**config.mk**
```make
export PLATFORM = sky130hd
export DESIGN_NAME = bbti_mul64
export DESIGN_NICKNAME = d
export VERILOG_FILES = /design/src/design/bbti_pkg.sv /design/src/design/bbti_mul64.sv
export SDC_FILE = /design/constraint.sdc
export NUM_CORES = 2
export LEC_CHECK = 0
export ABC_AREA = 1
export BUFFER_PORTS_ARGS = -buffer_cell sky130_fd_sc_hd__buf_2
export CORE_UTILIZATION = 60
export CTS_BUF_LIST = sky130_fd_sc_hd__clkbuf_2 sky130_fd_sc_hd__clkbuf_4 sky130_fd_sc_hd__clkbuf_8
export CTS_CLUSTER_SIZE = 10
export DETAILED_ROUTE_END_ITERATION = 8
export GPL_TIMING_DRIVEN = 0
export PLACE_DENSITY = 0.78
export SLEW_MARGIN = 20
export SYNTH_ARGS = -nofsm -noshare
export SYNTH_HDL_FRONTEND = slang
export SYNTH_SLANG_ARGS = --single-unit
```
**constraint.sdc**
```tcl
create_clock -name aclk -period 20.6 [get_ports aclk]
set_input_delay 1.03 -clock aclk [delete_from_list [all_inputs] [get_ports aclk]]
set_output_delay 1.03 -clock aclk [all_outputs]
set_load 0.01 [all_outputs]
```
**src/design/bbti_pkg.sv**
```systemverilog
package bbti_pkg;

    // Filter store geometry
    localparam int FILTER_WORDS          = 65536;
    localparam int ADDR_W                = $clog2(FILTER_WORDS);
    localparam int MAX_BLOCKS_PER_REGION = 64;
    localparam int MAX_PROBES            = 16;

    // Field and register widths
    localparam int REGION_W     = 16;
    localparam int BLK_W        = 7;
    localparam int PROBE_W      = 5;
    localparam int REGION_CNT_W = 17;
    localparam int CNT_W        = 48;
    localparam int WORD_W       = 64;
    localparam int TAIL_W       = 16;
    localparam int CFG_IDX_W    = 3;
    localparam int DIV_W        = 32;
    localparam int ADDR_FULL_W  = (REGION_W + BLK_W > ADDR_W) ?
                                  REGION_W + BLK_W + 1 : ADDR_W + 1;

    // Hash constants
    localparam logic [WORD_W-1:0] MIX_C1 = 64'hbf58476d1ce4e5b9;
    localparam logic [WORD_W-1:0] MIX_C2 = 64'h94d049bb133111eb;
    localparam logic [WORD_W-1:0] GOLDEN = 64'h9e3779b97f4a7c15;
    localparam int SHIFT_A    = 30;
    localparam int SHIFT_B    = 27;
    localparam int SHIFT_C    = 31;
    localparam int PROBE_BITS = 6;
    localparam int REMIX_AT   = 5;
    localparam int LAST_CHUNK = 3;
    localparam int REMIX_ROUND = 4;

    typedef enum logic [CFG_IDX_W-1:0] {
        CFG_FILTER_ENABLED    = 3'd0,
        CFG_HASH_SEED         = 3'd1,
        CFG_PROBE_COUNT       = 3'd2,
        CFG_BLOCKS_PER_REGION = 3'd3,
        CFG_REGION_COUNT      = 3'd4
    } cfg_index_t;

    typedef enum logic [1:0] {
        STATUS_INSERTED     = 2'd0,
        STATUS_DUPLICATE    = 2'd1,
        STATUS_BYPASSED     = 2'd2,
        STATUS_OUT_OF_RANGE = 2'd3
    } status_t;

    typedef enum logic [3:0] {
        ST_CLEAR,
        ST_IDLE,
        ST_M1_GO,
        ST_M1_WAIT,
        ST_M2_GO,
        ST_M2_WAIT,
        ST_DIV_GO,
        ST_DIV_WAIT,
        ST_READ,
        ST_CHECK,
        ST_FINISH
    } state_t;

    typedef struct packed {
        logic              start;
        logic [WORD_W-1:0] a;
        logic [WORD_W-1:0] b;
    } mul_req_t;

    typedef struct packed {
        logic              done;
        logic [WORD_W-1:0] p;
    } mul_rsp_t;

    typedef struct packed {
        logic              rd_en;
        logic              wr_en;
        logic [ADDR_W-1:0] addr;
        logic [WORD_W-1:0] wdata;
    } store_req_t;

endpackage

```
**src/design/bbti_mul64.sv**
```systemverilog
module bbti_mul64
    import bbti_pkg::*;
(
    input  logic     aclk,
    input  logic     aresetn,
    input  mul_req_t req,
    output mul_rsp_t rsp
);

    typedef enum logic [1:0] {
        MS_LL = 2'd0,
        MS_LH = 2'd1,
        MS_HL = 2'd2
    } mul_step_t;

    localparam int HALF_W = WORD_W / 2;

    logic              busy_reg;
    logic              done_reg;
    mul_step_t         step_reg;
    logic [WORD_W-1:0] a_reg;
    logic [WORD_W-1:0] b_reg;
    logic [WORD_W-1:0] acc_reg;
    logic [WORD_W-1:0] acc_next;
    logic [HALF_W-1:0] opx;
    logic [HALF_W-1:0] opy;
    logic [WORD_W-1:0] prod;

    // Select the partial product for this step; the high-by-high term never
    // reaches the low 64 bits
    always_comb begin
        unique case (step_reg)
            MS_LL: begin
                opx = a_reg[HALF_W-1:0];
                opy = b_reg[HALF_W-1:0];
            end
            MS_LH: begin
                opx = a_reg[HALF_W-1:0];
                opy = b_reg[WORD_W-1:HALF_W];
            end
            MS_HL: begin
                opx = a_reg[WORD_W-1:HALF_W];
                opy = b_reg[HALF_W-1:0];
            end
            default: begin
                opx = '0;
                opy = '0;
            end
        endcase
    end

    assign prod = WORD_W'(opx) * WORD_W'(opy);

    // Accumulate cross terms into the upper half
    always_comb begin
        if (step_reg == MS_LL) begin
            acc_next = prod;
        end else begin
            acc_next = {acc_reg[WORD_W-1:HALF_W] + prod[HALF_W-1:0],
                        acc_reg[HALF_W-1:0]};
        end
    end

    // Sequence the three steps
    always_ff @(posedge aclk) begin
        if (!aresetn) begin
            busy_reg <= 1'b0;
            done_reg <= 1'b0;
            step_reg <= MS_LL;
        end else begin
            done_reg <= 1'b0;
            if (req.start) begin
                busy_reg <= 1'b1;
                step_reg <= MS_LL;
            end else if (busy_reg) begin
                unique case (step_reg)
                    MS_LL: step_reg <= MS_LH;
                    MS_LH: step_reg <= MS_HL;
                    default: begin
                        busy_reg <= 1'b0;
                        done_reg <= 1'b1;
                        step_reg <= MS_LL;
                    end
                endcase
            end
        end
    end

    // Hold operands and the running product
    always_ff @(posedge aclk) begin
        if (req.start) begin
            a_reg <= req.a;
            b_reg <= req.b;
        end
        if (busy_reg && !req.start) begin
            acc_reg <= acc_next;
        end
    end

    assign rsp.done = done_reg;
    assign rsp.p    = acc_reg;

endmodule

```
==> impl_metrics.ini <==
[outcome]
run_status = completed

[grt]
maximum_number_of_pins_on_one_net_before_global_route_repair = 81
grt_usage_pct = 47.5
grt-ovfl-total = 0
grt_antenna_before_repair = 3
grt_pass1_wl_mm = 248
first_global_vias = 37800

[logic_synthesis]
postSynth.topFlopCell = sky130_fd_sc_hd__edfxtp_1
post_synth_num_cell_types = 41
synth-edff-count = 192
synth_warnings = 0
synth_area_leaders = sky130_fd_sc_hd__fa_1, sky130_fd_sc_hd__edfxtp_1, sky130_fd_sc_hd__nand2_1, sky130_fd_sc_hd__inv_1, sky130_fd_sc_hd__ha_1
post_synthesis_instance_area_mm2 = 0.0438
synth_largest_type_area_fraction_pct = 41.0
asyncSetResetFlopFracSynth_pct = 0
cells_after_synthesis = 5367
post_synth.cell_area_avg_um2 = 8.16
yosysTopAreaCell = sky130_fd_sc_hd__fa_1
ys_seq_elements = 196
postSynthNetCount = 6690
synth.yosys.seq_area_share_pct = 13.3

[clock_network]
tritoncts_num_sinks = 196
clock_latency_ns = 0.53
clk_transition_reported_paths_ns = 0.14
post_cts.repair.setup_buffers = 0
cts_resized = 0
cts_made_buffers = 17
cts_htree_levels = 4
clock_tree_from_tritoncts = yes
total_of_hold_buffers_inserted_after_clock_tree_synthesis = 0
buffer_levels_on_the_longest_clock_path = 2
ctsRootBufferMaster = sky130_fd_sc_hd__clkbuf_8

[finish]
area_delta_synth_final_pct = 6.08
layout-drive-gt1-share_pct = 8.36
fin_nets = 6909
number_of_fill_cells = 6403

[critical_path]
crit_required_ns = 20.90
cell_type_with_the_highest_occurrence_count_on_the_critical_path = sky130_fd_sc_hd__fa_1
worst-endpoint-arrival_ns = 11.23
timing.setup.critical_path_class = flip-flop to flip-flop
crit_path_start_kind = flip-flop
worst_setup_path_end_kind = flip-flop
cpMaxStageDelayCell = sky130_fd_sc_hd__clkbuf_1
path_max_fanout = 10
worst_path_largest_cell_delay_ns = 0.80

[sta]
max_slew_margin_vs_limit_pct = 23.8
fmax_ghz = 0.0915
finalHoldViolCount = 0
finalCritPeriodShare_pct = 53.1
rsz_0062_raised_after_global_routing = false
setup_violations = 0
skew_ns = 0.0380
report.final.slew_viol_count = 0
worst-slew-pin-transition_ns = 1.14
final.setup.tns_ns = 0
period_needed_ns = 10.93

[route]
avgViaCountPerCell = 5.74
wl_per_cell_um = 26.1
route.antenna.remaining_nets = 0
dr_total_vias = 37600
remaining_drc_errors = 0
detailedRoute.firstIterationViolations = 4373
wl_mm = 171
first_pass_iters = 8

[floorplan]
std_cell_rows = 98
die_width_um = 272
height_of_the_die_um = 272
dieArea_mm2 = 0.0741
num_io_pins = 196
core_mm2 = 0.0719
effective_utilization_at_floorplan_pct = 61.0

[min_path]
holdCritPathClass = flip-flop to flip-flop

[placed_design]
gp_congestion = 1.08
dpl.hpwl_mm = 143
buffer_ports.inserted = 195

[run]
max_cap_violations = 0
==> cell type report <==
| class | count | area [µm²] | share of cell area [%] |
|---|---|---|---|
| antenna | 1 | 2.50 | 0.00538 |
| sequential | 196 | 5850 | 12.6 |
| clock buffer | 18 | 241 | 0.520 |
| buffer | 220 | 1080 | 2.32 |
| timing repair buffer | 200 | 1060 | 2.28 |
| clock inverter | 14 | 158 | 0.339 |
| tap | 950 | 1190 | 2.56 |
| inverter | 1475 | 5540 | 11.9 |
| multi-input combinational | 3476 | 31400 | 67.5 |
==> cell usage after synthesis (10+ instances only) <==
master and instances:
sky130_fd_sc_hd__edfxtp_1 192, sky130_fd_sc_hd__ha_1 295, sky130_fd_sc_hd__nand4_1 18, sky130_fd_sc_hd__o21ai_0 83, sky130_fd_sc_hd__nor3_1 19, sky130_fd_sc_hd__nand2_2 13, sky130_fd_sc_hd__buf_2 187, sky130_fd_sc_hd__nand2_1 1532
sky130_fd_sc_hd__fa_1 897, sky130_fd_sc_hd__o21bai_1 19, sky130_fd_sc_hd__nand3_1 181, sky130_fd_sc_hd__a21oi_1 135, sky130_fd_sc_hd__a21o_1 10, sky130_fd_sc_hd__nor2_1 173, sky130_fd_sc_hd__inv_1 1469, sky130_fd_sc_hd__xor2_1 31
sky130_fd_sc_hd__clkbuf_1 27
==> logic make-up (layout without fill, tap and decap cells) <==
family	after synthesis	in the layout	share of synthesized area, %
buffers and inverters	1695	1927	15.1
other	0	1	0
and+or+nand+nor	1970	1970	17.9
AOI/OAI and AO/OA	276	276	3.46
xor gates and xnor gates	38	38	0.760
DFF	196	196	13.3
adders and majority gates	1192	1192	49.4
==> critical path: cells and delay by family (launching register included) <==
kind	cells	cell delay (ns)
adders and majority gates	10	5.35
AOI/OAI and AO/OA	2	0.62
buffers and inverters	11	2.03
DFF	1	0.31
and+or+nand+nor	13	2.15
xor gates and xnor gates	1	0.26
==> stage by stage <==
| step | std cells | utilization, % | setup WS [ns] | cell area (µm²) | hold slack (ns) |
|---|---|---|---|---|---|
| after global placement | 6512 | 64.0 | 9.97 | 46000 | 0.492 |
| after detailed placement | 6517 | 64.1 | 10.01 | 46100 | 0.493 |
| after floorplan | 5367 | - | 12.54 | 43800 | 0.470 |
| after global routing | 6549 | 64.7 | 9.35 | 46500 | 0.528 |
| after CTS | 6549 | 64.7 | 9.96 | 46500 | 0.510 |
| final | 6550 | 64.7 | 9.67 | 46500 | 0.513 |
==> path summary, 6_finish.rpt <==
| path | startpoint | endpoint | slack [ns] | cells after the start |
|---|---|---|---|---|
| worst max register to register | step_reg[0] | acc_reg[59] | 9.67 | 37 |
| worst min register to register | busy_reg | done_reg | 0.51 | 2 |
| worst min-delay path | busy_reg | done_reg | 0.51 | 2 |
| worst max-delay path | step_reg[0] | acc_reg[59] | 9.67 | 37 |
==> layer usage <==
layer	vias up	wire length [µm]	global-route usage, %
met2	2639	72300	70.1
met3	624	23900	18.0
li1	16000	-	-
met4	8	14700	31.8
met5	-	68	0
met1	18300	60000	58.1
==> cells in the final DEF (no fill, tap or decap), types with 3 or more instances in the layout <==
cell and n:
sky130_fd_sc_hd__dfxtp_1 4, sky130_fd_sc_hd__nand3b_1 6, sky130_fd_sc_hd__inv_8 4, sky130_fd_sc_hd__nand3_1 181, sky130_fd_sc_hd__a21oi_1 135, sky130_fd_sc_hd__inv_1 1469, sky130_fd_sc_hd__nor3_1 18, sky130_fd_sc_hd__o21a_1 7
sky130_fd_sc_hd__nand2_1 1532, sky130_fd_sc_hd__o21bai_1 19, sky130_fd_sc_hd__or2_1 3, sky130_fd_sc_hd__nand2_2 13, sky130_fd_sc_hd__clkinv_8 3, sky130_fd_sc_hd__a21boi_0 4, sky130_fd_sc_hd__clkbuf_8 18, sky130_fd_sc_hd__fa_1 897
sky130_fd_sc_hd__o21ai_1 7, sky130_fd_sc_hd__edfxtp_1 192, sky130_fd_sc_hd__buf_2 381, sky130_fd_sc_hd__o21ai_0 83, sky130_fd_sc_hd__ha_1 295, sky130_fd_sc_hd__inv_2 5, sky130_fd_sc_hd__nand4_1 18, sky130_fd_sc_hd__a31oi_1 4
sky130_fd_sc_hd__xor2_1 31, sky130_fd_sc_hd__buf_1 3, sky130_fd_sc_hd__or2_2 4, sky130_fd_sc_hd__nor2_2 9, sky130_fd_sc_hd__buf_4 5, sky130_fd_sc_hd__a21oi_2 4, sky130_fd_sc_hd__inv_6 3, sky130_fd_sc_hd__nor2_4 5
sky130_fd_sc_hd__nor2_1 172, sky130_fd_sc_hd__xnor2_1 7, sky130_fd_sc_hd__a21o_1 10, sky130_fd_sc_hd__clkbuf_1 27
Power is not shown: default switching activity piles up to over one toggle a cycle in this logic, so the estimate is an artifact.
