File: src/design/bbti_pkg.sv
package bbti_pkg;

    // Filter store geometry
    localparam int FILTER_WORDS          = 65536;
    localparam int ADDR_W                = $clog2(FILTER_WORDS);
    localparam int MAX_BLOCKS_PER_REGION = 64;
    localparam int MAX_PROBES            = 16;

    // Field and register widths
    localparam int REGION_W     = 16;
    localparam int BLK_W        = 7;
    localparam int PROBE_W      = 5;
    localparam int REGION_CNT_W = 17;
    localparam int CNT_W        = 48;
    localparam int WORD_W       = 64;
    localparam int TAIL_W       = 16;
    localparam int CFG_IDX_W    = 3;
    localparam int DIV_W        = 32;
    localparam int ADDR_FULL_W  = (REGION_W + BLK_W > ADDR_W) ?
                                  REGION_W + BLK_W + 1 : ADDR_W + 1;

    // Hash constants
    localparam logic [WORD_W-1:0] MIX_C1 = 64'hbf58476d1ce4e5b9;
    localparam logic [WORD_W-1:0] MIX_C2 = 64'h94d049bb133111eb;
    localparam logic [WORD_W-1:0] GOLDEN = 64'h9e3779b97f4a7c15;
    localparam int SHIFT_A    = 30;
    localparam int SHIFT_B    = 27;
    localparam int SHIFT_C    = 31;
    localparam int PROBE_BITS = 6;
    localparam int REMIX_AT   = 5;
    localparam int LAST_CHUNK = 3;
    localparam int REMIX_ROUND = 4;

    typedef enum logic [CFG_IDX_W-1:0] {
        CFG_FILTER_ENABLED    = 3'd0,
        CFG_HASH_SEED         = 3'd1,
        CFG_PROBE_COUNT       = 3'd2,
        CFG_BLOCKS_PER_REGION = 3'd3,
        CFG_REGION_COUNT      = 3'd4
    } cfg_index_t;

    typedef enum logic [1:0] {
        STATUS_INSERTED     = 2'd0,
        STATUS_DUPLICATE    = 2'd1,
        STATUS_BYPASSED     = 2'd2,
        STATUS_OUT_OF_RANGE = 2'd3
    } status_t;

    typedef enum logic [3:0] {
        ST_CLEAR,
        ST_IDLE,
        ST_M1_GO,
        ST_M1_WAIT,
        ST_M2_GO,
        ST_M2_WAIT,
        ST_DIV_GO,
        ST_DIV_WAIT,
        ST_READ,
        ST_CHECK,
        ST_FINISH
    } state_t;

    typedef struct packed {
        logic              start;
        logic [WORD_W-1:0] a;
        logic [WORD_W-1:0] b;
    } mul_req_t;

    typedef struct packed {
        logic              done;
        logic [WORD_W-1:0] p;
    } mul_rsp_t;

    typedef struct packed {
        logic              rd_en;
        logic              wr_en;
        logic [ADDR_W-1:0] addr;
        logic [WORD_W-1:0] wdata;
    } store_req_t;

endpackage

File: src/design/bbti_rem.sv
module bbti_rem
    import bbti_pkg::*;
(
    input  logic             aclk,
    input  logic             aresetn,
    input  logic             start,
    input  logic [DIV_W-1:0] dividend,
    input  logic [BLK_W-1:0] divisor,
    output logic             done,
    output logic [BLK_W-1:0] remainder
);

    localparam int CNT_BITS = $clog2(DIV_W);

    logic                busy_reg;
    logic                done_reg;
    logic [CNT_BITS-1:0] cnt_reg;
    logic [DIV_W-1:0]    dvd_reg;
    logic [BLK_W-1:0]    dvs_reg;
    logic [BLK_W-1:0]    rem_reg;
    logic [BLK_W:0]      trial;
    logic [BLK_W-1:0]    rem_next;

    // Shift in one dividend bit and subtract when it fits
    assign trial = {rem_reg, dvd_reg[DIV_W-1]};

    always_comb begin
        if (trial >= {1'b0, dvs_reg}) begin
            rem_next = BLK_W'(trial - {1'b0, dvs_reg});
        end else begin
            rem_next = BLK_W'(trial);
        end
    end

    // Count the bit steps
    always_ff @(posedge aclk) begin
        if (!aresetn) begin
            busy_reg <= 1'b0;
            done_reg <= 1'b0;
            cnt_reg  <= '0;
        end else begin
            done_reg <= 1'b0;
            if (start) begin
                busy_reg <= 1'b1;
                cnt_reg  <= '0;
            end else if (busy_reg) begin
                cnt_reg <= cnt_reg + 1'b1;
                if (cnt_reg == CNT_BITS'(DIV_W - 1)) begin
                    busy_reg <= 1'b0;
                    done_reg <= 1'b1;
                end
            end
        end
    end

    // Hold the dividend shifter and the partial remainder
    always_ff @(posedge aclk) begin
        if (start) begin
            dvd_reg <= dividend;
            dvs_reg <= divisor;
            rem_reg <= '0;
        end else if (busy_reg) begin
            dvd_reg <= {dvd_reg[DIV_W-2:0], 1'b0};
            rem_reg <= rem_next;
        end
    end

    assign done      = done_reg;
    assign remainder = rem_reg;

endmodule

File: config.mk
export PLATFORM = sky130hd
export DESIGN_NAME = bbti_rem
export DESIGN_NICKNAME = d
export VERILOG_FILES = /design/src/design/bbti_pkg.sv /design/src/design/bbti_rem.sv
export SDC_FILE = /design/constraint.sdc
export NUM_CORES = 1
export LEC_CHECK = 0
export ABC_AREA = 1
export BUFFER_PORTS_ARGS = -buffer_cell sky130_fd_sc_hd__buf_2
export CAP_MARGIN = 5
export CORE_MARGIN = 3
export CORE_UTILIZATION = 55
export DETAILED_ROUTE_END_ITERATION = 7
export GPL_TIMING_DRIVEN = 0
export PLACE_DENSITY = 0.86
export SLEW_MARGIN = 20
export SYNTH_ARGS = -nofsm -noshare
export SYNTH_HDL_FRONTEND = slang
export SYNTH_SLANG_ARGS = --single-unit
File: constraint.sdc
create_clock -name aclk -period 1.9 [get_ports aclk]
set_input_delay 0.285 -clock aclk [delete_from_list [all_inputs] [get_ports aclk]]
set_output_delay 0.285 -clock aclk [all_outputs]
set_load 0.01 [all_outputs]
==> qor.csv, run 1 <==
stage,metric,value,unit
drt,drt-initial-drc-count,142,
final_layout,drive_above_1_share,22.06,%
clock_network,hold_buffers,0,
power,p_leak,1.502,nW
grt,grt_pass1_vias,1816,
logic_synthesis,synth_top_family_by_area,simple AND/OR/NAND/NOR gates,
drt,dr_wl_met2,2387,µm
timing,relSlewSlack,52.48,%
setup_path,cp_cell_sequence,inv_2 > ha_4 > inv_2 > fa_2 > nand2_2 > nand2_2 > nand2_2 > nand2_4 > nand2_4 > nand2_4 > nand2_2 > nand3_2 > o21ai_2,
grt,grt_usage,18.32,%
floorplan,ios,50,
min_path,hold_depth,1,
setup_path,cp_data_arrival_time,2.01,ns
drt,drt_drc_violations_left,0,
min_path,hold_path.class,in -> reg,
logic_synthesis,synthFlopType,edfxtp_1,
logic_synthesis,synth_compound_area_share,3.325,%
clock_network,cts-root-buf,clkbuf_8,
logic_synthesis,synth_xor_area_share,0.6846,%
setup_path,cp_slowest_stage_delay,0.39,ns
logic_synthesis,yosysUniqueCellTypes,28,
setup_path,path_class,reg -> reg,
grt,grt_start_max_net_pins,36,
final_layout,num_antenna_cells,0,
logic_synthesis,async_reset_ff_share,0,%
placement,globalplace.congestion,0.8290,
drt,wl_met1,2138,µm
logic_synthesis,synth_mux_area_share,0,%
setup_path,r2r-start,dvd_reg[31],
clock_network,clock-sinks,53,
floorplan,die_area,5506,µm²
logic_synthesis,synthAdderAreaFrac,5.183,%
power,switching_power,0.0006321,W
timing,clock_skew,0.003206,ns
power,powerDensity,801.7,nW/µm²
power,p_total,0.002415,W
timing,finalSetupViolCount,0,
setup_path,cp-start-kind,flip-flop,
timing,worst_slew_pin_slew,0.7117,ns
clock_network,cts_htree_levels,2,
grt,grt_pass1_wl,7734,µm
power,switching_share,26.17,%
floorplan,initial_core_util,57.96,%
drt,ant_nets,0,
clock_network,path_clk_slew,0.09,ns
grt,antenna_found_initial,0,
logic_synthesis,synth_edf_count,39,
drt,via_per_inst,5.000,
final_layout,largest_reg_flops,32,
logic_synthesis,syn_nets,341,
power,power_frac_comb,16.8,%
drt,dr.pass1.iters,4,
setup_path,path_common_cell,nand2_2,
power,clkPwrFrac,25.3,%
setup_path,cp-end-kind,flip-flop,
logic_synthesis,synthCells,289,
power,p_seq_share,57.9,%
placement,port_buffers,49,
floorplan,die_w,74.21,µm
timing,finalCritPeriodShare,93.80,%
clock_network,clk_latency,0.30,ns
job,cap_violations,0,
final_layout,fill_cells,351,
drt,met3_length,250,µm
timing,max_clock_freq,561.1,MHz
drt,wl_per_cell,11.99,µm
floorplan,num_rows,24,
final_layout,finalInstanceArea,3013,µm²
clock_network,numCtsBuffers,5,
logic_synthesis,yosysSeqAreaShare,56.72,%
drt,top_layer,met4,
timing,drv_slew,0,
floorplan,core-area,4414,µm²
grt,grt-ovfl-total,0,
floorplan,die_y,74.21,µm
power,p_int,0.001783,W
logic_synthesis,avgSynthCellArea,8.854,µm²
placement,hpwl,3462,µm
drt,vias,2005,
setup_path,critical-path-slowest-cell,edfxtp_1,
timing,hold_violations,0,
clock_network,tritoncts,done,
logic_synthesis,ys_ff_latch,53,
setup_path,reg2regPathDepth,13,
outcome,outcome,"finished, final reports clean",
placement,post_dp_cell_area,2869,µm²
final_layout,nets,400,
power,ir_worst_vdd,0.5110,mV
logic_synthesis,yosysWarnings,0,
min_path,min-delay-start,divisor[3],
final_layout,area_growth,17.75,%
drt,finalWirelength,4806,µm
logic_synthesis,syn_area,2559,µm²
setup_path,crit_path_start,dvd_reg[31],
timing,rsz0062_at_grt,yes,
timing,fin_crit,1.782,ns
logic_synthesis,synth-simple-area-share,27.63,%
setup_path,crit_path_max_fanout,6,
clock_network,clk_path_buf_depth,2,
setup_path,cp.required,2.13,ns
-- layout by cell type (no fill, tap or decap) --
master,netlist,final
nand2_1,130,126
buf_2,0,49
edfxtp_1,39,39
inv_1,35,32
nand3_1,16,15
dfxtp_1,14,14
clkbuf_1,6,8
ha_1,9,8
nand2_2,2,6
nor2_1,5,5
a21oi_1,5,5
clkbuf_8,0,5
nor3_1,4,4
inv_2,0,3
nand2_4,2,3
o21ai_1,4,3
nand4_1,2,2
nand3b_1,2,2
o21ai_0,2,2
buf_4,0,2
buf_6,1,1
or2_1,1,1
nor3_2,1,1
or2_4,1,1
a21oi_4,1,1
xor2_1,1,1
xnor2_1,1,1
a211oi_1,1,1
and3_1,1,1
nand3_2,0,1
o21ai_2,0,1
a31oi_1,1,1
nor4_1,1,1
fa_2,0,1
ha_4,0,1
clkinvlp_4,0,1
-- layout make-up --
cell class | count | area [µm²] | share of cell area [%]
buffer | 7 | 33.78 | 1.121
multi-input combinational | 195 | 987.2 | 32.77
sequential | 53 | 1451 | 48.17
clock buffer | 7 | 76.32 | 2.533
clock inverter | 1 | 7.507 | 0.2492
tap | 52 | 65.06 | 2.159
inverter | 35 | 131.4 | 4.360
timing repair buffer | 51 | 260.3 | 8.638
-- synth_stat cells (2+ instances only) --
master | n | share of area, %
nand2_2 | 2 | 0.49
nand2_1 | 130 | 19
nor2_1 | 5 | 0.73
nand3b_1 | 2 | 0.59
nand3_1 | 16 | 3.1
edfxtp_1 | 39 | 46
clkbuf_1 | 6 | 0.88
dfxtp_1 | 14 | 11
nor3_1 | 4 | 0.78
o21ai_0 | 2 | 0.39
a21oi_1 | 5 | 0.98
inv_1 | 35 | 5.1
nand2_4 | 2 | 0.88
nand4_1 | 2 | 0.49
o21ai_1 | 4 | 0.78
ha_1 | 9 | 4.4
-- metal layers --
| layer | global-route usage [%] | up-vias |
|---|---|---|
| li1 | - | 1039 |
| met1 | 24.17 | 907 |
| met2 | 30.02 | 55 |
| met3 | 4.459 | 4 |
| met4 | 5.634 | 0 |
| met5 | 0 | - |
-- through the flow --
step                util [%]  cells  hold slack [ns]   TNS [ns]  setup WS, ns
floorplan                  -    289           0.3839          0        0.1988
global placement       64.99    390           0.4553     -6.757       -0.2053
detailed placement     64.99    390           0.4637          0      0.003878
CTS                    66.95    398           0.1436          0       0.03742
global route           68.25    401           0.1316  -0.003166     -0.003166
finish                 68.25    401           0.1554          0        0.1177
-- worst max-delay path, delay by kind of cell (launching register included) --
family | cells | cell delay (ns)
AOI/OAI and AO/OA | 1 | 0.07
adders and majority gates | 2 | 0.48
buffers and inverters | 2 | 0.13
DFF | 1 | 0.39
and+or+nand+nor | 8 | 0.64
-- path summary, 6_finish.rpt --
kind                        to  slack (ns)
setup / recovery  remainder[0]        0.12
hold / removal      dvs_reg[3]        0.16
setup reg to reg  remainder[0]        0.12
hold reg to reg     cnt_reg[4]        0.49
-- cell families (layout without fill, tap and decap cells) --
kind of cell | Yosys count | in the layout
XOR/XNOR | 2 | 2
adder cells (fa/ha/maj) | 10 | 10
AND/OR/NAND/NOR | 168 | 169
AO/OA/AOI/OAI | 14 | 14
buffers and inverters | 42 | 101
flip-flops | 53 | 53
-- power by group through the flow --
stage          clock network (W)  logic (W)  registers, W
6_report                0.000611   0.000406       0.00140
4_1_cts                 0.000628   0.000375       0.00140
2_1_floorplan                  0   0.000257       0.00142
5_1_grt                 0.000678   0.000463       0.00141
3_5_place_dp                   0   0.000372       0.00142
3_3_place_gp                   0   0.000359       0.00142
-- what timing repair did --
action | in CTS | in global routing
buffers inserted | 0 | 2
pin swaps | 0 | 5
gates cloned | 0 | 1
endpoints found under the setup margin | 2 | 7
gates resized for setup | 1 | 11
(Power assumes the default switching activity.)
==> inputs of run 2 (changes only) <==
--- a/config.mk
+++ b/config.mk
@@ -6,7 +6,7 @@
 export NUM_CORES = 1
 export LEC_CHECK = 0
 export ABC_AREA = 1
-export BUFFER_PORTS_ARGS = -buffer_cell sky130_fd_sc_hd__buf_2
+export BUFFER_PORTS_ARGS = -buffer_cell sky130_fd_sc_hd__buf_4
 export CAP_MARGIN = 5
 export CORE_MARGIN = 3
 export CORE_UTILIZATION = 55
==> run 2 against run 1 <==
Routed wire length is 14% higher. Sequential power barely moved. First-iteration DRC count shrank 13%. Combinational power up 17%. Fmax is 5.2% lower. Highest routed layer unchanged.
==> qor.csv, run 2 (synthesis results as in run 1) <==
stage,metric,value,unit,change
timing,rsz0062_at_grt,yes,,
floorplan,die_w,74.21,µm,unchanged
setup_path,crit_path_max_fanout,5,,-1
power,ir_worst_vdd,0.4829,mV,-5.5%
timing,fin_crit,1.881,ns,+0.09833 ns
final_layout,area_growth,25.33,%,
grt,grt_usage,20.74,%,+2.4 points
grt,grt_start_max_net_pins,36,,unchanged
drt,via_per_inst,5.226,,+4.5%
drt,dr.pass1.iters,4,,unchanged
setup_path,crit_family,simple AND/OR/NAND/NOR gates,,
timing,finalSetupTns,0,ns,unchanged
setup_path,path_class,reg -> reg,,
clock_network,cts-root-buf,clkbuf_8,,
setup_path,cp-end-kind,flip-flop,,
drt,drt-initial-drc-count,124,,-13%
placement,dp.cells,390,,unchanged
setup_path,cp_data_arrival_time,2.06,ns,+0.05 ns
placement,hpwl,3630,µm,+4.8%
placement,port_buffers,49,,unchanged
final_layout,utilization,72.65,%,+4.4 points
floorplan,ios,50,,unchanged
clock_network,cts_htree_levels,2,,unchanged
final_layout,fin_cells,403,,+0.50%
setup_path,crit_path_start,dvd_reg[31],,
grt,grt_pass1_vias,1959,,+7.9%
floorplan,initial_core_util,57.96,%,unchanged
power,powerDensity,818.5,nW/µm²,+2.1%
timing,whs,0.1510,ns,-0.004344 ns
power,p_leak,1.562,nW,+4.0%
final_layout,nets,402,,+0.50%
floorplan,die_y,74.21,µm,unchanged
setup_path,critical-path-slowest-cell,edfxtp_1,,
grt,grt-ovfl-total,0,,unchanged
job,cap_violations,0,,unchanged
floorplan,die_area,5506,µm²,unchanged
final_layout,mostFrequentLayoutCells,"127 x nand2_1, 52 x buf_4, 39 x edfxtp_1, 32 x inv_1",,
min_path,hold_path.class,in -> reg,,
timing,clock_skew,0.003587,ns,+0.0003807 ns
drt,drt_drc_violations_left,0,,unchanged
floorplan,core-area,4414,µm²,unchanged
clock_network,numCtsBuffers,5,,unchanged
drt,finalWirelength,5484,µm,+14%
timing,max_clock_freq,531.7,MHz,-5.2%
timing,finalSetupViolCount,0,,unchanged
timing,worst_slew_pin_slew,0.7232,ns,+0.01150 ns
grt,grt_pass1_wl,8700,µm,+12%
grt,antenna_found_initial,0,,unchanged
setup_path,cp_slowest_stage_delay,0.38,ns,about the same
timing,drv_slew,0,,unchanged
final_layout,largest_reg_flops,32,,unchanged
min_path,min-delay-start,divisor[6],,
clock_network,clk_path_buf_depth,2,,unchanged
setup_path,cp-start-kind,flip-flop,,
setup_path,r2r-start,dvd_reg[31],,
clock_network,path_clk_slew,0.09,ns,about the same
outcome,outcome,"finished, final reports clean",,
drt,wl_per_cell,13.61,µm,+14%
final_layout,num_antenna_cells,0,,unchanged
drt,vias,2106,,+5.0%
final_layout,fill_cells,321,,-8.5%
placement,globalplace.congestion,0.8359,,+0.83%
clock_network,clk_latency,0.30,ns,about the same
setup_path,path_common_cell,nand2_4,,
clock_network,clock-sinks,53,,unchanged
final_layout,layout_commonest_cell,nand2_1,,
clock_network,tritoncts,done,,
setup_path,cp_cell_sequence,inv_2 > ha_4 > inv_4 > fa_2 > nand2_2 > nand2_4 > nand2_4 > nand2_4 > nand2_8 > nand3_1 > nand3_2 > o21ai_2,,
timing,hold_violations,0,,unchanged
setup_path,cp.required,2.08,ns,-0.05 ns
timing,relSlewSlack,51.72,%,-0.77 points
timing,finalCritPeriodShare,98.98,%,+5.2 points
drt,ant_nets,0,,unchanged
final_layout,drive_above_1_share,22.51,%,+0.44 points
floorplan,num_rows,24,,unchanged
setup_path,critPathBufInv,2,,unchanged
[run 2: through the flow]
step                      total power, W  area (µm²)  worst slack, ns
after floorplan                 0.001672        2559           0.1988
after global placement          0.001806        2992          -0.1497
after detailed placement        0.001826        2992        -0.007156
after CTS                       0.002575        3124        0.0003804
after global routing            0.002731        3207         -0.09082
final                           0.002625        3207          0.01939
[run 2: area by class of cell]
class / instances / area (µm²) / area share [%]
sequential: 53 / 1451 / 45.26
multi-input combinational: 195 / 1015 / 31.64
timing repair buffer: 53 / 401.6 / 12.52
inverter: 35 / 133.9 / 4.175
clock buffer: 6 / 72.57 / 2.263
tap: 52 / 65.06 / 2.029
clock inverter: 2 / 33.78 / 1.053
buffer: 7 / 33.78 / 1.053
[run 2: worst paths after layout]
| kind | end | slack (ns) | cells after the start |
|---|---|---|---|
| worst max-delay path | remainder[3] | 0.02 | 12 |
| worst min-delay path | dvs_reg[6] | 0.15 | 1 |
| worst max register to register | remainder[3] | 0.02 | 12 |
| worst min register to register | cnt_reg[4] | 0.48 | 2 |
[run 2: routing by layer]
| metal | vias up | global-route usage, % | routed length, µm |
|---|---|---|---|
| met3 | 22 | 5.405 | 363 |
| met2 | 81 | 34.45 | 2657 |
| met1 | 956 | 25.90 | 2243 |
| met5 | - | 0 | 0 |
| met4 | 0 | 8.249 | 219 |
| li1 | 1047 | - | - |
[run 2: power by group]
| part | internal [W] | total (W) | switching, W |
|---|---|---|---|
| registers | 0.00136 | 0.00140 | 0.0000425 |
| clock network | 0.000389 | 0.000749 | 0.000359 |
| logic | 0.000204 | 0.000477 | 0.000272 |
[run 2: what timing repair did]
action | in CTS | in global routing
endpoints found under the setup margin | 5 | 7
setup buffers | 2 | 3
hold buffers | 0 | 0
gates cloned | 1 | 0
gates resized for setup | 3 | 15
pin swaps | 2 | 9
